**src/stk_pkg.sv**
```systemverilog
`timescale 1ns / 1ps

package stk_pkg;

  // Default depth of the queue between the scanner and the output stage.
  localparam int unsigned QueueDepthDefault = 4;

  // Token kinds.
  localparam logic [3:0] KIND_ID     = 4'd0;
  localparam logic [3:0] KIND_INT    = 4'd1;
  localparam logic [3:0] KIND_STR    = 4'd2;
  localparam logic [3:0] KIND_EQUALS = 4'd3;
  localparam logic [3:0] KIND_LPAREN = 4'd4;
  localparam logic [3:0] KIND_RPAREN = 4'd5;
  localparam logic [3:0] KIND_LBRACE = 4'd6;
  localparam logic [3:0] KIND_RBRACE = 4'd7;
  localparam logic [3:0] KIND_COMMA  = 4'd8;
  localparam logic [3:0] KIND_LT     = 4'd9;
  localparam logic [3:0] KIND_GT     = 4'd10;
  localparam logic [3:0] KIND_SEMI   = 4'd11;
  localparam logic [3:0] KIND_PLUS   = 4'd12;
  localparam logic [3:0] KIND_EOF    = 4'd13;

  // Error codes.
  localparam logic [2:0] ERR_NONE         = 3'd0;
  localparam logic [2:0] ERR_UNEXPECTED   = 3'd1;
  localparam logic [2:0] ERR_UNTERM_STR   = 3'd2;
  localparam logic [2:0] ERR_UNTERM_CMT   = 3'd3;
  localparam logic [2:0] ERR_LONE_SLASH   = 3'd4;

  // One result word.
  typedef struct packed {
    logic [3:0] token_kind;
    logic [7:0] char_out;
    logic       char_valid;
    logic       token_end;
    logic [2:0] error_code;
  } item_t;

  // The words caused by one source byte: one, or two when an identifier or integer closes.
  typedef struct packed {
    logic  two;
    item_t first;
    item_t second;
  } entry_t;

  // Queue head as seen by the output stage.
  typedef struct packed {
    logic   not_empty;
    entry_t head;
  } q_status_t;

  function automatic item_t mk_item(logic [3:0] kind, logic [7:0] ch, logic valid,
                                    logic last, logic [2:0] err);
    item_t it;
    it.token_kind = kind;
    it.char_out   = ch;
    it.char_valid = valid;
    it.token_end  = last;
    it.error_code = err;
    return it;
  endfunction

endpackage

```
**src/stk_front.sv**
```systemverilog
`timescale 1ns / 1ps

module stk_front (
  input  logic            clk_i,
  input  logic            rst_ni,
  input  logic            accept_i,
  input  logic [7:0]      ch_i,
  output logic            push_o,
  output stk_pkg::entry_t entry_o
);

  typedef enum logic [3:0] {
    MODE_IDLE  = 4'd0,
    MODE_ID    = 4'd1,
    MODE_INT   = 4'd2,
    MODE_STR   = 4'd3,
    MODE_ESC   = 4'd4,
    MODE_SLASH = 4'd5,
    MODE_CMT   = 4'd6,
    MODE_CSTAR = 4'd7,
    MODE_HALT  = 4'd8
  } mode_e;

  typedef struct packed {
    logic           emit;
    stk_pkg::item_t item;
    mode_e          mode;
  } idle_t;

  localparam logic [7:0] CH_NUL   = 8'h00;
  localparam logic [7:0] CH_SLASH = 8'h2F;
  localparam logic [7:0] CH_STAR  = 8'h2A;
  localparam logic [7:0] CH_QUOTE = 8'h22;
  localparam logic [7:0] CH_BSL   = 8'h5C;
  localparam logic [7:0] CH_SPACE = 8'h20;
  localparam logic [7:0] CH_LF    = 8'h0A;
  localparam logic [7:0] CH_TAB   = 8'h09;
  localparam logic [7:0] CH_CR    = 8'h0D;
  localparam logic [7:0] CH_FF    = 8'h0C;
  localparam logic [7:0] CH_BS    = 8'h08;

  mode_e mode_q, mode_d;
  logic  has_first, has_second;
  stk_pkg::item_t first, second;
  idle_t idle;

  function automatic logic is_letter(logic [7:0] c);
    return (c >= "a" && c <= "z") || (c >= "A" && c <= "Z");
  endfunction

  function automatic logic is_digit(logic [7:0] c);
    return c >= "0" && c <= "9";
  endfunction

  // Returns the punctuator kind, or KIND_ID when the byte is not one.
  function automatic logic [3:0] punct_kind(logic [7:0] c);
    logic [3:0] k;
    case (c)
      "=":     k = stk_pkg::KIND_EQUALS;
      "(":     k = stk_pkg::KIND_LPAREN;
      ")":     k = stk_pkg::KIND_RPAREN;
      "{":     k = stk_pkg::KIND_LBRACE;
      "}":     k = stk_pkg::KIND_RBRACE;
      ",":     k = stk_pkg::KIND_COMMA;
      "<":     k = stk_pkg::KIND_LT;
      ">":     k = stk_pkg::KIND_GT;
      ";":     k = stk_pkg::KIND_SEMI;
      "+":     k = stk_pkg::KIND_PLUS;
      default: k = stk_pkg::KIND_ID;
    endcase
    return k;
  endfunction

  function automatic logic [7:0] unescape(logic [7:0] c);
    logic [7:0] r;
    case (c)
      "n":     r = CH_LF;
      "t":     r = CH_TAB;
      "r":     r = CH_CR;
      "f":     r = CH_FF;
      "b":     r = CH_BS;
      default: r = c;
    endcase
    return r;
  endfunction

  // Scan of a byte between tokens.
  function automatic idle_t scan_idle(logic [7:0] c);
    idle_t      r;
    logic [3:0] k;
    k      = punct_kind(c);
    r.emit = 1'b0;
    r.item = '0;
    r.mode = MODE_IDLE;
    if (c == CH_NUL) begin
      r.emit = 1'b1;
      r.item = stk_pkg::mk_item(stk_pkg::KIND_EOF, CH_NUL, 1'b0, 1'b1, stk_pkg::ERR_NONE);
    end else if (c == CH_SPACE || c == CH_LF || c == CH_TAB || c == CH_CR) begin
      r.mode = MODE_IDLE;
    end else if (is_letter(c)) begin
      r.emit = 1'b1;
      r.item = stk_pkg::mk_item(stk_pkg::KIND_ID, c, 1'b1, 1'b0, stk_pkg::ERR_NONE);
      r.mode = MODE_ID;
    end else if (is_digit(c)) begin
      r.emit = 1'b1;
      r.item = stk_pkg::mk_item(stk_pkg::KIND_INT, c, 1'b1, 1'b0, stk_pkg::ERR_NONE);
      r.mode = MODE_INT;
    end else if (c == CH_QUOTE) begin
      r.mode = MODE_STR;
    end else if (c == CH_SLASH) begin
      r.mode = MODE_SLASH;
    end else if (k != stk_pkg::KIND_ID) begin
      r.emit = 1'b1;
      r.item = stk_pkg::mk_item(k, c, 1'b1, 1'b1, stk_pkg::ERR_NONE);
    end else begin
      r.emit = 1'b1;
      r.item = stk_pkg::mk_item(stk_pkg::KIND_ID, c, 1'b0, 1'b0, stk_pkg::ERR_UNEXPECTED);
      r.mode = MODE_HALT;
    end
    return r;
  endfunction

  always_comb begin
    idle       = scan_idle(ch_i);
    mode_d     = mode_q;
    has_first  = 1'b0;
    has_second = 1'b0;
    first      = '0;
    second     = idle.item;
    case (mode_q)
      MODE_ID, MODE_INT: begin
        if ((mode_q == MODE_ID) ? is_letter(ch_i) : is_digit(ch_i)) begin
          has_first = 1'b1;
          first = stk_pkg::mk_item((mode_q == MODE_ID) ? stk_pkg::KIND_ID : stk_pkg::KIND_INT,
                                   ch_i, 1'b1, 1'b0, stk_pkg::ERR_NONE);
        end else begin
          // The byte closes the token and is then scanned as a fresh start.
          has_first  = 1'b1;
          first = stk_pkg::mk_item((mode_q == MODE_ID) ? stk_pkg::KIND_ID : stk_pkg::KIND_INT,
                                   CH_NUL, 1'b0, 1'b1, stk_pkg::ERR_NONE);
          has_second = idle.emit;
          mode_d     = idle.mode;
        end
      end
      MODE_STR: begin
        if (ch_i == CH_NUL) begin
          has_first = 1'b1;
          first = stk_pkg::mk_item(stk_pkg::KIND_ID, CH_NUL, 1'b0, 1'b0,
                                   stk_pkg::ERR_UNTERM_STR);
          mode_d = MODE_IDLE;
        end else if (ch_i == CH_QUOTE) begin
          has_first = 1'b1;
          first = stk_pkg::mk_item(stk_pkg::KIND_STR, CH_NUL, 1'b0, 1'b1, stk_pkg::ERR_NONE);
          mode_d = MODE_IDLE;
        end else if (ch_i == CH_BSL) begin
          mode_d = MODE_ESC;
        end else begin
          has_first = 1'b1;
          first = stk_pkg::mk_item(stk_pkg::KIND_STR, ch_i, 1'b1, 1'b0, stk_pkg::ERR_NONE);
        end
      end
      MODE_ESC: begin
        has_first = 1'b1;
        if (ch_i == CH_NUL) begin
          first = stk_pkg::mk_item(stk_pkg::KIND_ID, CH_NUL, 1'b0, 1'b0,
                                   stk_pkg::ERR_UNTERM_STR);
          mode_d = MODE_IDLE;
        end else begin
          first = stk_pkg::mk_item(stk_pkg::KIND_STR, unescape(ch_i), 1'b1, 1'b0,
                                   stk_pkg::ERR_NONE);
          mode_d = MODE_STR;
        end
      end
      MODE_SLASH: begin
        if (ch_i == CH_STAR) begin
          mode_d = MODE_CMT;
        end else begin
          has_first = 1'b1;
          first = stk_pkg::mk_item(stk_pkg::KIND_ID, CH_NUL, 1'b0, 1'b0,
                                   stk_pkg::ERR_LONE_SLASH);
          mode_d = (ch_i == CH_NUL) ? MODE_IDLE : MODE_HALT;
        end
      end
      MODE_CMT, MODE_CSTAR: begin
        if (ch_i == CH_NUL) begin
          has_first = 1'b1;
          first = stk_pkg::mk_item(stk_pkg::KIND_ID, CH_NUL, 1'b0, 1'b0,
                                   stk_pkg::ERR_UNTERM_CMT);
          mode_d = MODE_IDLE;
        end else if (ch_i == CH_STAR) begin
          mode_d = MODE_CSTAR;
        end else if (mode_q == MODE_CSTAR && ch_i == CH_SLASH) begin
          mode_d = MODE_IDLE;
        end else begin
          mode_d = MODE_CMT;
        end
      end
      MODE_HALT: begin
        if (ch_i == CH_NUL) begin
          mode_d = MODE_IDLE;
        end
      end
      default: begin
        has_first = idle.emit;
        first     = idle.item;
        mode_d    = idle.mode;
      end
    endcase
  end

  assign push_o        = accept_i && has_first;
  assign entry_o.two    = has_first && has_second;
  assign entry_o.first  = first;
  assign entry_o.second = second;

  always_ff @(posedge clk_i or negedge rst_ni) begin
    if (!rst_ni) begin
      mode_q <= MODE_IDLE;
    end else if (accept_i) begin
      mode_q <= mode_d;
    end
  end

  // Halted scanning swallows every byte.
  a_halt_silent: assert property (@(posedge clk_i) disable iff (!rst_ni)
    (accept_i && mode_q == MODE_HALT) |-> !push_o)
    else $error("halted scanner produced a word");

  // Only the close of an identifier or integer can produce a second word.
  a_two_only_on_close: assert property (@(posedge clk_i) disable iff (!rst_ni)
    (push_o && entry_o.two) |-> ((mode_q == MODE_ID || mode_q == MODE_INT)
                                 && entry_o.first.token_end))
    else $error("second word outside a token close");

endmodule

```
**src/stk_queue.sv**
```systemverilog
`timescale 1ns / 1ps

module stk_queue #(
  parameter int unsigned Depth = stk_pkg::QueueDepthDefault
) (
  input  logic               clk_i,
  input  logic               rst_ni,
  input  logic               push_i,
  input  stk_pkg::entry_t    entry_i,
  input  logic               pop_i,
  output logic               full_o,
  output stk_pkg::q_status_t status_o
);

  localparam int unsigned PtrW = (Depth > 1) ? $clog2(Depth) : 1;
  localparam int unsigned CntW = $clog2(Depth + 1);

  stk_pkg::entry_t mem_q [Depth];
  logic [PtrW-1:0] wr_ptr_q, rd_ptr_q;
  logic [CntW-1:0] count_q;

  function automatic logic [PtrW-1:0] bump(logic [PtrW-1:0] p);
    return (p == PtrW'(Depth - 1)) ? '0 : p + 1'b1;
  endfunction

  assign full_o             = (count_q == CntW'(Depth));
  assign status_o.not_empty = (count_q != '0);
  assign status_o.head      = mem_q[rd_ptr_q];

  always_ff @(posedge clk_i) begin
    if (push_i) begin
      mem_q[wr_ptr_q] <= entry_i;
    end
  end

  always_ff @(posedge clk_i or negedge rst_ni) begin
    if (!rst_ni) begin
      wr_ptr_q <= '0;
      rd_ptr_q <= '0;
      count_q  <= '0;
    end else begin
      if (push_i) begin
        wr_ptr_q <= bump(wr_ptr_q);
      end
      if (pop_i) begin
        rd_ptr_q <= bump(rd_ptr_q);
      end
      if (push_i && !pop_i) begin
        count_q <= count_q + 1'b1;
      end else if (pop_i && !push_i) begin
        count_q <= count_q - 1'b1;
      end
    end
  end

  a_no_overflow: assert property (@(posedge clk_i) disable iff (!rst_ni)
    push_i |-> !full_o)
    else $error("push into a full queue");

  a_no_underflow: assert property (@(posedge clk_i) disable iff (!rst_ni)
    pop_i |-> status_o.not_empty)
    else $error("pop from an empty queue");

endmodule

```
**src/stk_back.sv**
```systemverilog
`timescale 1ns / 1ps

module stk_back (
  input  logic               clk_i,
  input  logic               rst_ni,
  input  stk_pkg::q_status_t status_i,
  output logic               pop_o,
  output logic               out_valid_o,
  input  logic               out_stall_i,
  output stk_pkg::item_t     item_o
);

  logic           out_valid_q;
  stk_pkg::item_t out_q;
  logic           sec_valid_q;
  stk_pkg::item_t sec_q;
  logic           slot_free;

  assign slot_free   = !out_valid_q || !out_stall_i;
  // A held second word goes out before the queue is read again.
  assign pop_o       = slot_free && !sec_valid_q && status_i.not_empty;
  assign out_valid_o = out_valid_q;
  assign item_o      = out_q;

  always_ff @(posedge clk_i or negedge rst_ni) begin
    if (!rst_ni) begin
      out_valid_q <= 1'b0;
      sec_valid_q <= 1'b0;
    end else if (slot_free) begin
      if (sec_valid_q) begin
        out_valid_q <= 1'b1;
        sec_valid_q <= 1'b0;
      end else begin
        out_valid_q <= status_i.not_empty;
        sec_valid_q <= status_i.not_empty && status_i.head.two;
      end
    end
  end

  always_ff @(posedge clk_i) begin
    if (slot_free) begin
      if (sec_valid_q) begin
        out_q <= sec_q;
      end else begin
        out_q <= status_i.head.first;
        sec_q <= status_i.head.second;
      end
    end
  end

  a_second_behind_first: assert property (@(posedge clk_i) disable iff (!rst_ni)
    sec_valid_q |-> out_valid_q)
    else $error("held second word without a word in the output register");

endmodule

```
**src/source_tokenizer_unit.sv**
```systemverilog
`timescale 1ns / 1ps

// Streaming source tokenizer.
// The input channel carries one source byte per word on ch_i; byte 0 ends the text.
// A word is accepted on a rising edge where in_valid_i is high and in_stall_o is low.
// The output channel carries one result word per transfer: token kind, character,
// character-valid flag, token-end flag and error code, taken on a rising edge where
// out_valid_o is high and out_stall_i is low.
// An accepted byte's first result word is written into the queue and then into the
// output register before it shows on the outputs.
// Throughput: one byte per cycle in while in_stall_o is low and one result word per
// cycle out while out_stall_i is low. A byte that closes an identifier or integer and
// also starts something that yields a word gives two words, so the output side needs
// two transfers for it; the queue between the scanner and output stage absorbs that.
// The scanner state machine updates once per accepted byte; the queue depth sets how
// long the output side may stall before in_stall_o rises.
// Reset clears the scanner to the between-tokens state and empties the queue and the
// output register. When the receiver stalls, the current word holds steady, the
// queue fills, and then the input side stalls too. After an unexpected byte or a lone
// slash not followed by byte 0, the scanner swallows bytes until byte 0 resets it to idle.
module source_tokenizer_unit #(
  parameter int unsigned QueueDepth = stk_pkg::QueueDepthDefault
) (
  input  logic       clk_i,
  input  logic       rst_ni,
  input  logic       in_valid_i,
  output logic       in_stall_o,
  input  logic [7:0] ch_i,
  output logic       out_valid_o,
  input  logic       out_stall_i,
  output logic [3:0] token_kind_o,
  output logic [7:0] char_out_o,
  output logic       char_valid_o,
  output logic       token_end_o,
  output logic [2:0] error_code_o
);

  logic               accept;
  logic               push;
  logic               pop;
  logic               full;
  stk_pkg::entry_t    entry;
  stk_pkg::q_status_t status;
  stk_pkg::item_t     item;

  // The scanner stalls only when the queue has no room for what a byte may yield.
  assign in_stall_o = full;
  assign accept     = in_valid_i && !full;

  stk_front u_front (
    .clk_i    (clk_i),
    .rst_ni   (rst_ni),
    .accept_i (accept),
    .ch_i     (ch_i),
    .push_o   (push),
    .entry_o  (entry)
  );

  stk_queue #(
    .Depth (QueueDepth)
  ) u_queue (
    .clk_i    (clk_i),
    .rst_ni   (rst_ni),
    .push_i   (push),
    .entry_i  (entry),
    .pop_i    (pop),
    .full_o   (full),
    .status_o (status)
  );

  stk_back u_back (
    .clk_i       (clk_i),
    .rst_ni      (rst_ni),
    .status_i    (status),
    .pop_o       (pop),
    .out_valid_o (out_valid_o),
    .out_stall_i (out_stall_i),
    .item_o      (item)
  );

  assign token_kind_o = item.token_kind;
  assign char_out_o   = item.char_out;
  assign char_valid_o = item.char_valid;
  assign token_end_o  = item.token_end;
  assign error_code_o = item.error_code;

endmodule
```
**config.mk**
```make
export PLATFORM = sky130hd
export DESIGN_NAME = source_tokenizer_unit
export DESIGN_NICKNAME = d
export VERILOG_FILES = /design/src/stk_pkg.sv /design/src/stk_front.sv /design/src/stk_queue.sv /design/src/stk_back.sv /design/src/source_tokenizer_unit.sv
export SDC_FILE = /design/constraint.sdc
export NUM_CORES = 1
export LEC_CHECK = 0
export BUFFER_PORTS_ARGS = -buffer_cell sky130_fd_sc_hd__buf_4
export CORE_ASPECT_RATIO = 0.6
export CORE_UTILIZATION = 45
export DETAILED_ROUTE_END_ITERATION = 12
export GPL_TIMING_DRIVEN = 0
export PLACE_DENSITY_LB_ADDON = 0.3
export SYNTH_ARGS = -nofsm -noshare
export SYNTH_HDL_FRONTEND = slang
export SYNTH_SLANG_ARGS = --single-unit
```
**constraint.sdc**
```tcl
create_clock -name clk_i -period 4.4 [get_ports clk_i]
set_clock_uncertainty 0.15 [all_clocks]
set_input_delay 0.22 -clock clk_i [delete_from_list [all_inputs] [get_ports clk_i]]
set_output_delay 0.22 -clock clk_i [all_outputs]
set_load 0.02 [all_outputs]
```
**Yosys cells after proc, flatten, opt, wreduce, memory -nomap -nowiden**

Memory sizes are Yosys's and may differ from the RTL's.
Index checks and enable logic that the tools add are counted.

- Register bits: 47
- Logic and storage cells: 150
- Bits of input ports: 12
- Output and inout bits: 19
- Memories: 1
- Bits in writable memories: 140

- Reductions and logical operators: 32
- Mux-type cells: 53
- Bitwise gates (word level): 1
- $lt $le $gt $ge: 6
- Add/subtract/negate cells: 4
- Eq/ne operators: 37

Memory list:

| memory | words | width | read ports | clocked after Yosys merged registers in | write ports | line | RTL |
|---|---|---|---|---|---|---|---|
| u_queue.mem_q | 4 | 35 | 1 | 0 | 1 | stk_queue.sv:18 | `stk_pkg::entry_t mem_q [Depth];` |

Operators by type and width:

| cell | number |
|---|---|
| 17-bit one-hot mux with 6 select lines | 1 |
| 8-bit by 6-bit equality test with 1-bit output (second input constant) | 12 |
| 18-bit 2-to-1 mux | 4 |
| 17-bit 2-to-1 mux | 4 |
| 8-bit by 7-bit equality test with 1-bit output (second input constant) | 8 |
| 4-bit 2-to-1 mux | 14 |
| 22-bit 2-to-1 mux | 2 |
| 4-bit one-hot mux with 10 select lines | 1 |
| 8-bit one-hot mux with 5 select lines | 1 |
| 15-bit 2-to-1 mux | 2 |
| 8-bit by 4-bit equality test with 1-bit output (second input constant) | 3 |
| 4-bit one-hot mux with 6 select lines | 1 |
| 4-bit by 3-bit equality test with 1-bit output (second input constant) | 4 |
| 8-bit by 7-bit greater-or-equal comparator with 1-bit output (second input constant) | 2 |
| 8-bit by 7-bit less-or-equal comparator with 1-bit output (second input constant) | 2 |
| 1-bit 2-to-1 mux | 13 |
| 13-bit 2-to-1 mux | 1 |
| 1-bit logical AND | 12 |
| 3-bit 2-to-1 mux | 4 |
| 4-bit by 2-bit equality test with 1-bit output (second input constant) | 2 |
| 8-bit by 6-bit greater-or-equal comparator with 1-bit output (second input constant) | 1 |
| 8-bit by 6-bit less-or-equal comparator with 1-bit output (second input constant) | 1 |
| 8-bit logical NOT | 1 |
| 2-bit 2-to-1 mux | 4 |
| other kinds (21) | 33 |

**Logic depth before layout (Yosys ltp)**

Gate-level depths: netlist of run 1.

- Word-level depth: 16
- Depth in mapped cells: 12
- Mapped depth without buffers: 11

**Hierarchy**

From an unflattened synthesis of run 1, not the netlist that was laid out.

- Cells, all modules: 505
- Area total of the unflattened synthesis: 8421.8 µm²

By module, submodules not included:

| module | area an instance (µm²) | times used | sequential area each (µm²) | cells each |
|---|---|---|---|---|
| stk_queue | 5522.8 | 1 | 4379.2 | 220 |
| stk_front | 1514.0 | 1 | 100.1 | 223 |
| stk_back | 1371.3 | 1 | 1071.0 | 61 |
| source_tokenizer_unit | 13.8 | 1 | 0.0 | 1 |

**Least setup slack after synthesis of run 1**

OpenSTA, ideal clock, no wires.

- Path type: register to register
- Start point: register u_back.sec_valid_q
- End point: register u_queue.count_q[1]
- Stages on the path, launching flop included: 8
- Setup time: 125 ps
- Data required time: 4125 ps
- Period minus slack after synthesis: 2952 ps
- Path slack: 1448 ps
- Buffers on the path: 1
- Arrival: 2677 ps
- Cells stage by stage: dfrtp_1 > clkbuf_1 > a21oi_1 > nand2b_1 > ha_1 > inv_1 > fa_1 > mux2_2

- Word-level cells in the longest chain between the ends: 6
- Elaborated cells on any way between the ends: 8
- Classes of those cells: mux: 1; reduce/logical: 7

Ends and longest elaborated chain:

| what | line | RTL |
|---|---|---|
| from (decl) | stk_back.sv:15 | `logic sec_valid_q;` |
| from (signal assigned) | stk_back.sv:35 | `sec_valid_q <= status_i.not_empty && status_i.head.two;` |
| 1-bit logical NOT * | stk_back.sv:21 | `assign pop_o = slot_free && !sec_valid_q && status_i.not_empty;` |
| 1-bit logical AND * (2 in a row) | stk_back.sv:21 |  |
| 1-bit logical NOT | stk_queue.sv:48 | `if (push_i && !pop_i) begin` |
| 1-bit logical AND | stk_queue.sv:48 |  |
| 3-bit 2-to-1 mux or 2-bit nonzero test (tied branches) | n/a |  |
| to (signal assigned) | stk_queue.sv:49 | `count_q <= count_q + 1'b1;` |
| to (signal assigned) | stk_queue.sv:51 | `count_q <= count_q - 1'b1;` |
| to (decl) | stk_queue.sv:20 | `logic [CntW-1:0] count_q;` |

Every way passes the cells marked *; elsewhere a longest branch is shown, timed or not.
A chain may end at the register's enable or synchronous reset.

**Final worst setup path of run 1**

- Start point: register u_front.mode_q[3]
- End point: register u_queue.count_q[2]

- Word-level cells in the longest chain between the ends: 7
- Elaborated cells on any way between the ends: 17
- Classes of those cells: eq/ne: 8; mux: 2; reduce/logical: 7

Ends and longest elaborated chain:

| what | line | RTL |
|---|---|---|
| from (decl) | stk_front.sv:42 | `mode_e mode_q, mode_d;` |
| from (signal assigned) | stk_front.sv:220 | `mode_q <= mode_d;` |
| 4-bit by 2-bit equality test with 1-bit output (tied with other cells) | stk_front.sv:130 | `case (mode_q)` |
| 3-bit OR reduction (no line) or 2-bit OR reduction (tied branches) | n/a |  |
| 1-bit one-hot mux with 5 select lines * | stk_front.sv:130 |  |
| 1-bit logical AND * | stk_front.sv:211 | `assign push_o = accept_i && has_first;` |
| via push | source_tokenizer_unit.sv:39 | `logic push;` |
| 1-bit logical NOT | stk_queue.sv:50 | `end else if (pop_i && !push_i) begin` |
| 1-bit logical AND | stk_queue.sv:50 |  |
| 2-bit nonzero test (no line) | n/a |  |

Mark *: on every way through the listed nets, which the timed path passes. The rest lies on a longest branch.

==> run_results.csv, run 1 <==
group,metric,value,unit
timing,hold_violations,0,
yosys,yosysUniqueCellTypes,65,
finish,filler_cell_count,1345,
yosys,ys_seq_elements,177,
placed_design,io_buffers,27,
detailed_routing,dr.pass1.iters,5,
cts,cts_resized,0,
die,rows,36,
global_routing,grt_pass1_vias,4481,
power_and_ir_drop,pwr-share-seq,43.4,%
critical_path,crit_slowest_cell,"dfrtp_1",
power_and_ir_drop,finalPower,5.97,mW
timing,timing.setup.tns,0,ps
finish,synthToLayoutAreaGrowth,15.6,%
cts,clk_pin_slew,70,ps
global_routing,grt_max_degree,28,
placed_design,globalplace.congestion,0.904,
detailed_routing,final_antenna_net_count,0,
timing,setup_violations,0,
die,fp.coreArea,0.0165,mm2
critical_path,worstPathCellList,"nor2b_1 > nand2_1 > o21ai_0 > a21oi_2 > o21ai_4 > ha_1 > inv_1 > fa_1 > xor2_1 > nor2_1 > xor2_1",
critical_path,path_common_cell,"xor2_1",
yosys,syn-instance-count,481,
power_and_ir_drop,p_leak,3.04,nW
timing,grt_setup_unrepaired,"no",
power_and_ir_drop,intPower,4.05,mW
placed_design,hpwlAfterDp,11.8,mm
power_and_ir_drop,switching_share,32.2,%
critical_path,start_kind,"flip-flop",
critical_path,cpPeakStageDelay,440,ps
yosys,syn_area,0.00773,mm2
critical_path,end_kind,"flip-flop",
critical_path,cp_data_required_time,4600,ps
yosys,synthFlopType,"edfxtp_1",
power_and_ir_drop,clkPwrFrac,24.6,%
critical_path,r2r_cells,11,
critical_path,rr_endpoint,"u_queue.count_q[2]",
finish,diodes,0,
cts,numCtsBuffers,17,
die,start_util,46.8,%
cts,cts-htree-levels,4,
cts,clk_latency,430,ps
yosys,yosys-top-cells-area,"edfxtp_1, mux4_2, dfrtp_1",
yosys,syn_nets,500,
die,io-pin-count,31,
detailed_routing,drc_errors,0,
critical_path,rrSetupSlack,1340,ps
finish,multi_input_area,0.00231,mm2
power_and_ir_drop,power_density,669,mW/mm2
global_routing,grt_pass1_wl,27.0,mm
timing,max_freq,327,MHz
detailed_routing,dr_total_vias,4503,
yosys,ys_seq_area_share,67.9,%
yosys,synth_edf_count,164,
yosys,yosysWarnings,0,
global_routing,antenna_found_initial,0,
timing,tightest_slew,950,ps
critical_path,arrival,3260,ps
power_and_ir_drop,switchingPower,1.92,mW
cts,cts_tree,"built",
critical_path,cp_max_fo,7,
critical_path,r2r-start,"u_front.mode_q[3]",
finish,seq_area,0.00525,mm2
timing,maxSlewViolCount,0,
flow_run,drv_cap,0,
hold_path,hold_path.class,"primary input to async pin",
finish,drive_gt1_share,26.7,%
yosys,synth.avg_cell_area,16.1,um2
timing,period_share,69.6,%
detailed_routing,dr.first_iter.drc_count,460,
timing,relSlewSlack,36.5,%
die,die_w,171,um
cts,post_cts_buffers,0,
power_and_ir_drop,pwr-share-comb,32.0,%
yosys,synth_top_area_cell,"edfxtp_1",
status,status,"finished clean",
timing,post-route-min-period,3060,ps
detailed_routing,wl,17.1,mm
die,die_h,104,um
critical_path,critPathKind,"flip-flop to flip-flop",
yosys,synth_top_area_share,63.7,%
cts,clock_path_buffers,2,
cts,clockRootBuffer,"clkbuf_16",
global_routing,grt-ovfl-total,0,
finish,final_nets,553,
die,dieArea,0.0177,mm2
detailed_routing,wire_per_inst,22.1,um
cts,clkSinkCount,177,
detailed_routing,vias_per_cell,5.82,
power_and_ir_drop,vdd_drop_max,0.228,mV
yosys,async_flop_share,7.34,%
global_routing,grt.total_usage,21.1,%
-- sequential cells by signal (all words and copies together), names as in the netlist --
signal / flops
u_queue.wr_ptr_q: 2
u_queue.count_q: 3
u_back.out_valid_o: 1
u_back.sec_q: 15
u_front.mode_q: 4
u_back.item_o: 17
u_back.sec_valid_q: 1
u_queue.rd_ptr_q: 2
u_queue.mem_q: 132
-- layout by cell type (no fill, tap or decap), types with 9 or more instances in the layout --
cell type,instances
edfxtp_1,164
mux4_2,33
buf_4,27
nand2_1,26
nor2_1,22
mux2_2,18
clkbuf_1,17
clkbuf_16,17
a21oi_1,16
o21ai_0,16
nor2b_1,14
dfrtp_1,13
buf_2,12
nor3_1,12
nand3_1,11
inv_1,9
-- through the flow --
stage / utilization, % / hold slack (ps) / cell area, um2 / setup slack [ps] / instances
after floorplan: - / -226 / 7730 / 1450 / 481
after global placement: 49.7 / -64.6 / 8220 / 57.1 / 736
after detailed placement: 50.4 / -60.5 / 8320 / 1190 / 741
after CTS: 54.1 / 25.5 / 8940 / 1400 / 774
after global routing: 54.1 / 60.9 / 8940 / 1100 / 774
final: 54.1 / 30.2 / 8940 / 1340 / 774
-- cell usage after synthesis, drive strengths merged (2+ instances only) --
| master | number |
|---|---|
| a21oi | 18 |
| a31oi | 3 |
| and2 | 7 |
| and3 | 4 |
| buf | 15 |
| clkbuf | 17 |
| dfrtp | 13 |
| edfxtp | 164 |
| ha | 6 |
| inv | 9 |
| mux2 | 21 |
| mux2i | 3 |
| mux4 | 33 |
| nand2 | 27 |
| nand2b | 6 |
| nand3 | 11 |
| nand3b | 2 |
| nor2 | 23 |
| nor2b | 14 |
| nor3 | 12 |
| nor3b | 4 |
| nor4 | 2 |
| nor4bb | 2 |
| o21ai | 18 |
| o221ai | 2 |
| o22ai | 5 |
| o32a | 2 |
| or3 | 5 |
| or4b | 2 |
| xnor2 | 5 |
| xor2 | 4 |
-- kinds of logic after synthesis --
group	count (synthesis)	synth area share, %
buffers and inverters	41	2.28
muxes	57	13.2
AOI/OAI and AO/OA	62	5.23
xor gates and xnor gates	9	1.02
DFF	177	67.9
and+or+nand+nor	128	9.14
adders and majority gates	7	1.23
-- metal layers --
layer | routed length [um] | global-route usage [%] | vias up
li1 | - | - | 1999
met5 | 0 | 0 | -
met4 | 123 | 4.59 | 0
met1 | 8200 | 33.2 | 2310
met3 | 1130 | 4.81 | 15
met2 | 7650 | 29.7 | 179
-- power groups by stage --
stage | logic (mW) | clock network, mW | registers, mW
after global routing | 2.08 | 1.56 | 2.64
after global placement | 1.81 | 0 | 2.62
final | 1.91 | 1.47 | 2.59
after floorplan | 1.20 | 0 | 2.69
after CTS | 1.94 | 1.50 | 2.60
after detailed placement | 1.93 | 0 | 2.63
-- area by class of cell --
class	instances	area share, %
plain buffers	32	1.60
inverters	9	0.378
clock inverters	14	1.88
repair buffers	34	3.56
well taps	228	3.19
multi-input cells	263	25.9
clock buffers	17	4.76
flip-flops and latches	177	58.7
-- worst max-delay path, delay by kind of cell (launching register included) --
| family | cells | cell delay [ps] |
|---|---|---|
| DFF | 1 | 440 |
| xor gates and xnor gates | 2 | 300 |
| buffers and inverters | 1 | 60 |
| adders and majority gates | 2 | 610 |
| and+or+nand+nor | 3 | 780 |
| AOI/OAI and AO/OA | 3 | 640 |
-- worst max-delay path by stage --
| stage | from | endpoint | slack (ps) | depth (start not counted) |
|---|---|---|---|---|
| after floorplan | u_back.sec_valid_q | u_queue.count_q[1] | 1450 | 7 |
| after global placement | u_back.sec_valid_q | u_queue.count_q[1] | 60 | 7 |
| after detailed placement | ch_i[0] | u_queue.count_q[1] | 1190 | 11 |
| after CTS | u_front.mode_q[1] | u_queue.count_q[2] | 1400 | 11 |
| after global routing | u_front.mode_q[1] | u_queue.count_q[2] | 1100 | 11 |
| final | u_front.mode_q[3] | u_queue.count_q[2] | 1340 | 11 |
-- repair_timing --
item	CTS	global route
hold buffers	2	0
endpoints found under the setup margin	0	0
hold endpoints to repair	14	0
Power figures use the tool's default switching activity.
==> inputs of run 2 (changes only) <==
ABC_AREA = 1   (was not set)
clock period = 2.48 ns   (was 4.4 ns; I/O delays follow)
==> run_results.csv, run 2 <==
group,metric,value,unit
die,start_util,46.8,%
detailed_routing,final_antenna_net_count,0,
critical_path,rrSetupSlack,20,ps
power_and_ir_drop,pwr-share-comb,35.1,%
finish,drive_gt1_share,19.7,%
timing,relSlewSlack,33.2,%
global_routing,grt-ovfl-total,0,
yosys,yosysMostFrequentCell,"edfxtp_1",
critical_path,critPathKind,"flip-flop to flip-flop",
finish,largest_reg_flops,132,
yosys,syn-instance-count,717,
finish,final_nets,815,
placed_design,hpwlAfterDp,13.9,mm
cts,clockRootBuffer,"clkbuf_16",
placed_design,io_buffers,28,
status,violations,"negative hold slack",
critical_path,path_buf_inv,4,
yosys,synth.avg_cell_area,10.8,um2
die,die_w,171,um
timing,setup_violations,0,
yosys,synth_top_area_cell,"edfxtp_1",
yosys,yosys.area_share.xor_xnor,0.227,%
yosys,async_flop_share,7.34,%
cts,numCtsBuffers,17,
yosys,yosys-top-cells-area,"edfxtp_1, nor2_1, o21ai_0",
finish,synthToLayoutAreaGrowth,21.3,%
yosys,synth.mux.area_fraction,0.146,%
power_and_ir_drop,switching_share,36.8,%
cts,clock_path_buffers,2,
power_and_ir_drop,switchingPower,4.23,mW
detailed_routing,vias_per_cell,5.50,
timing,hold_violations,5,
power_and_ir_drop,pwr-share-seq,40.9,%
hold_path,hold_depth,2,
timing,whs,-9.67,ps
timing,tightest_slew,1000,ps
yosys,syn_area,0.00773,mm2
cts,clk_latency,420,ps
die,dieArea,0.0177,mm2
detailed_routing,dr.first_iter.drc_count,697,
hold_path,hold_path.class,"primary input to flip-flop",
detailed_routing,dr.pass1.iters,5,
status,status,"finished with violations",
critical_path,r2r-start,"u_front.mode_q[0]",
critical_path,cp_data_required_time,2630,ps
placed_design,globalplace.congestion,0.946,
timing,maxSlewViolCount,0,
cts,cts-htree-levels,4,
critical_path,rr_endpoint,"u_queue.count_q[1]",
yosys,yosysWarnings,0,
critical_path,cp_max_fo,4,
timing,post-route-min-period,2460,ps
power_and_ir_drop,clkPwrFrac,24.0,%
critical_path,arrival,2620,ps
yosys,synthFlopType,"edfxtp_1",
timing,period_share,99.2,%
die,fp.coreArea,0.0165,mm2
cts,clk_pin_slew,70,ps
timing,max_freq,406,MHz
global_routing,grt.total_usage,23.9,%
finish,largest_register,"u_queue.mem_q",
critical_path,r2r_cells,13,
placed_design,placed_cell_area,0.00834,mm2
yosys,ys_seq_elements,177,
finish,fin_cells,1037,
power_and_ir_drop,intPower,7.25,mW
critical_path,worstPathCellList,"buf_4 > nand3_4 > inv_4 > nand2_4 > nand3_2 > nor2_1 > nand2_2 > nand2_4 > inv_4 > ha_4 > inv_2 > fa_2 > mux2_4",
yosys,synthAdderAreaFrac,1.23,%
critical_path,crit_slowest_cell,"dfrtp_2",
hold_path,hold_end,"u_back.item_o[3]",
finish,final_common_cell,"edfxtp_1",
detailed_routing,drc_errors,0,
global_routing,grt_max_degree,28,
detailed_routing,wl,20.3,mm
finish,diodes,0,
yosys,ys_seq_area_share,67.9,%
yosys,syn_nets,736,
detailed_routing,dr_total_vias,5708,
yosys,synth_top_area_share,63.7,%
yosys,synth_edf_count,164,
critical_path,end_kind,"flip-flop",
yosys,synthTopCellsByCount,"edfxtp_1, nor2_1, nand2_1, o21ai_0, inv_1",
die,io-pin-count,31,
global_routing,grt_pass1_wl,31.0,mm
finish,fin_area,0.00938,mm2
die,die_h,104,um
hold_path,min_from,"out_stall_i",
critical_path,start_kind,"flip-flop",
yosys,synth-simple-area-share,17.4,%
placed_design,place_inst,977,
yosys,synth_top_family_by_area,"simple AND/OR/NAND/NOR gates",
cts,cts_tree,"built",
yosys,synth-compound-area-share,8.87,%
critical_path,cp_top_family,"adder cells",
critical_path,cpPeakStageDelay,450,ps
power_and_ir_drop,power_density,1220,mW/mm2
die,rows,36,
detailed_routing,wire_per_inst,19.6,um
power_and_ir_drop,vdd_drop_max,0.713,mV
global_routing,grt_pass1_vias,5453,
cts,clkSinkCount,177,
global_routing,antenna_found_initial,0,
flow_run,drv_cap,0,
power_and_ir_drop,finalPower,11.5,mW
power_and_ir_drop,p_leak,3.63,nW
yosys,yosysUniqueCellTypes,34,
finish,layout_common_cells,"edfxtp_1, nor2_1, nand2_1",
-- run 2: changes by cell type in the layout (fill, tap and decap cells not counted), moves of 18 or more --
cell,delta
nand2_1,+71
mux2_2,-18
inv_1,+29
o21ai_0,+62
nor2_1,+124
buf_4,+23
mux4_2,-33
-- run 2: how the worst max path moves through the flow --
stage / slack (ps) / to / start / cells past startpoint
2_1_floorplan: -150 / u_queue.mem_q[0][0] / u_front.mode_q[2] / 9
3_3_place_gp: -1260 / u_queue.mem_q[3][26] / u_front.mode_q[2] / 9
3_5_place_dp: -510 / u_queue.count_q[1] / u_back.out_valid_o / 8
4_1_cts: -130 / u_back.sec_q[6] / u_back.out_valid_o / 3
5_1_grt: -90 / u_queue.count_q[1] / u_front.mode_q[0] / 13
6_report: 20 / u_queue.count_q[1] / u_front.mode_q[0] / 13
-- run 2: logic make-up (layout without fill, tap and decap cells) --
| kind of cell | count (synthesis) | in the layout |
|---|---|---|
| and+or+nand+nor | 322 | 322 |
| adders and majority gates | 7 | 7 |
| muxes | 1 | 1 |
| buffers and inverters | 81 | 173 |
| DFF | 177 | 177 |
| xor gates and xnor gates | 2 | 2 |
| AOI/OAI and AO/OA | 127 | 127 |
-- run 2: layer usage --
metal	share of wire [%]	up-vias	track usage (%)
met1	46	2753	36.9
met5	0	-	0
met3	9.4	23	5.54
met2	43	285	33.7
li1	-	2647	-
met4	1.3	0	6.06
-- run 2: timing repair --
action / in CTS / in global routing
pin swaps: 4 / 14
setup buffers: 8 / 15
hold buffers: 5 / 0
setup endpoints to repair: 136 / 103
gates resized for setup: 10 / 47
hold endpoints to repair: 25 / 0
-- run 2: power groups by stage --
stage	Combinational [mW]	Sequential [mW]	Clock, mW
2_1_floorplan	2.04	4.86	0
3_3_place_gp	3.40	4.72	0
5_1_grt	4.42	4.78	2.88
3_5_place_dp	3.62	4.73	0
6_report	4.03	4.70	2.75
4_1_cts	3.75	4.68	2.77
-- run 2: per-stage QoR --
step	TNS [ps]	util (%)	hold slack [ps]	setup WS (ps)
after CTS	-2130	55.1	55.8	-132
after floorplan	-19190	-	-322	-145
after detailed placement	-19640	50.5	-160	-515
after global placement	-159850	49.9	-169	-1260
after global routing	-1050	56.7	5.96	-92.4
final	0	56.7	-9.67	19.1
-- run 2: cell type report --
| class | count | area [um2] |
|---|---|---|
| Timing Repair Buffer | 60 | 529 |
| Clock inverter | 15 | 189 |
| Inverter | 50 | 195 |
| Multi-Input combinational cell | 459 | 2360 |
| Tap cell | 228 | 285 |
| Fill cell | 1354 | 7150 |
| Buffer | 31 | 139 |
| Sequential cell | 177 | 5260 |
| Clock buffer | 17 | 425 |
==> inputs of run 3 (changes only) <==
CORE_ASPECT_RATIO = 0.7   (was 0.6)
==> run_results.csv, run 3 (synthesis gave the netlist of run 2 again) <==
group,metric,value,unit
cts,clk_latency,440,ps
timing,relSlewSlack,41.3,%
cts,cts_tree,"built",
detailed_routing,dr.first_iter.drc_count,650,
critical_path,crit_slowest_cell,"dfrtp_1",
hold_path,min_from,"in_valid_i",
detailed_routing,vias_per_cell,5.55,
placed_design,placed_cell_area,0.00837,mm2
finish,synthToLayoutAreaGrowth,25.6,%
finish,final_common_cell,"edfxtp_1",
timing,max_freq,408,MHz
detailed_routing,wl,21.5,mm
placed_design,place_inst,975,
critical_path,cp_max_fo,4,
global_routing,grt-ovfl-total,0,
finish,postLayoutCoreUtil,58.7,%
finish,fin_area,0.00971,mm2
finish,diodes,0,
placed_design,hpwlAfterDp,13.9,mm
global_routing,gr-usage-met1,35.1,%
die,fp.coreArea,0.0165,mm2
die,rows,39,
global_routing,grt_pass1_vias,5544,
global_routing,grt_max_degree,25,
finish,seq_area,0.00525,mm2
die,die_h,112,um
cts,clkSinkCount,177,
timing,grt_setup_unrepaired,"yes",
finish,largest_reg_flops,132,
critical_path,worstPathCellList,"buf_6 > nor2_4 > nand3_4 > nand3_4 > o21ai_2 > nand2_1 > nand2_2 > nand2_4 > inv_4 > buf_4 > buf_4 > buf_4 > buf_4 > buf_4 > buf_4 > buf_4 > nand2_2 > nand2_2",
die,start_util,46.7,%
cts,clockRootBuffer,"clkbuf_16",
status,status,"finished clean",
global_routing,grt_use_met2,37.0,%
placed_design,globalplace.congestion,0.914,
finish,fin_cells,1057,
critical_path,start_kind,"flip-flop",
die,io-pin-count,31,
critical_path,critPathKind,"flip-flop to flip-flop",
critical_path,arrival,2640,ps
finish,final_nets,838,
global_routing,met3_usage,5.45,%
critical_path,cp_data_required_time,2670,ps
hold_path,hold_path.class,"primary input to flip-flop",
global_routing,antenna_found_initial,0,
critical_path,worstSetupStartpoint,"u_front.mode_q[3]",
cts,numCtsBuffers,17,
detailed_routing,dr.pass1.iters,5,
critical_path,end_kind,"flip-flop",
finish,multi_input_area,0.00233,mm2
finish,largest_register,"u_queue.mem_q",
detailed_routing,drc_errors,0,
timing,hold_violations,0,
power_and_ir_drop,finalPower,11.9,mW
power_and_ir_drop,p_leak,3.78,nW
finish,drive_gt1_share,20.8,%
timing,timing.setup.tns,0,ps
critical_path,cpPeakStageDelay,410,ps
critical_path,r2r-start,"u_front.mode_q[3]",
timing,post-route-min-period,2450,ps
power_and_ir_drop,power_density,1230,mW/mm2
global_routing,busiest_layer,"met2",
global_routing,grt.total_usage,24.5,%
finish,layout_common_cells,"edfxtp_1, nor2_1, nand2_1",
die,die_w,159,um
cts,cts-htree-levels,4,
power_and_ir_drop,vdd_drop_max,0.615,mV
cts,clk_pin_slew,70,ps
timing,maxSlewViolCount,0,
placed_design,io_buffers,28,
detailed_routing,dr_total_vias,5868,
flow_run,drv_cap,0,
global_routing,grt_pass1_wl,31.1,mm
detailed_routing,final_antenna_net_count,0,
timing,tightest_slew,874,ps
timing,setup_violations,0,
cts,clock_path_buffers,2,
finish,filler_cell_count,1346,
critical_path,path_common_cell,"buf_4",
timing,period_share,98.9,%
detailed_routing,wire_per_inst,20.3,um
die,dieArea,0.0177,mm2
run 3: cell count changes in the layout (fill, tap and decap cells not counted), sizes merged:
cell / previous run / this run
buf: 62 / 79
bufinv: 2 / 3
clkbuf: 41 / 48
clkinv: 5 / 4
clkinvlp: 0 / 2
dlygate4sd3: 5 / 6
inv: 58 / 54
run 3: where the power goes:
part | leakage [nW] | internal [mW] | total (mW) | switching [mW]
Clock | 0.292 | 1.61 | 2.75 | 1.14
Combinational | 1.80 | 1.63 | 4.46 | 2.83
Sequential | 1.69 | 4.40 | 4.68 | 0.282
run 3: final timing paths:
check | cells after the start | slack, ps | to
worst max-delay path | 18 | 30 | u_queue.wr_ptr_q[1]
worst min-delay path | 6 | 50 | u_queue.wr_ptr_q[1]
worst max register to register | 18 | 30 | u_queue.wr_ptr_q[1]
worst min register to register | 2 | 410 | u_front.mode_q[3]
max in group asynchronous | 3 | 960 | u_front.mode_q[2]
min in group asynchronous | 3 | 670 | u_queue.count_q[2]
run 3: metrics by stage:
stage | hold WS, ps | setup slack, ps
after floorplan | -322 | -145
after global placement | -155 | -1250
after detailed placement | -150 | -760
after CTS | 45.6 | -34.6
after global routing | 64.5 | -85.8
final | 49.1 | 28.2
run 3: cell type report:
cell class / instances / area share (%)
multi-input cells: 459 / 24.0
clock inverters: 13 / 1.84
repair buffers: 83 / 9.28
flip-flops and latches: 177 / 54.1
inverters: 50 / 1.99
clock buffers: 19 / 4.46
plain buffers: 31 / 1.43
well taps: 225 / 2.90
run 3: critical path, delay by kind of cell (launching register included):
family,cells,cell delay [ps]
AO/OA/AOI/OAI,1,50
buffers and inverters,9,1020
flip-flops,1,410
AND/OR/NAND/NOR,8,710
run 3: timing repair:
action / in CTS / in global routing
hold endpoints to repair: 43 / 0
gates cloned: 0 / 7
setup buffers: 23 / 15
pin swaps: 9 / 15
endpoints found under the setup margin: 126 / 56
hold buffers: 6 / 0
gates resized for setup: 29 / 20
run 3: routing by layer:
metal  part of all wire (%)  vias to the layer above
li1                       -                     2697
met1                     43                     2815
met2                     45                      314
met3                    9.5                       42
met4                    2.5                        0
met5                      0                        -
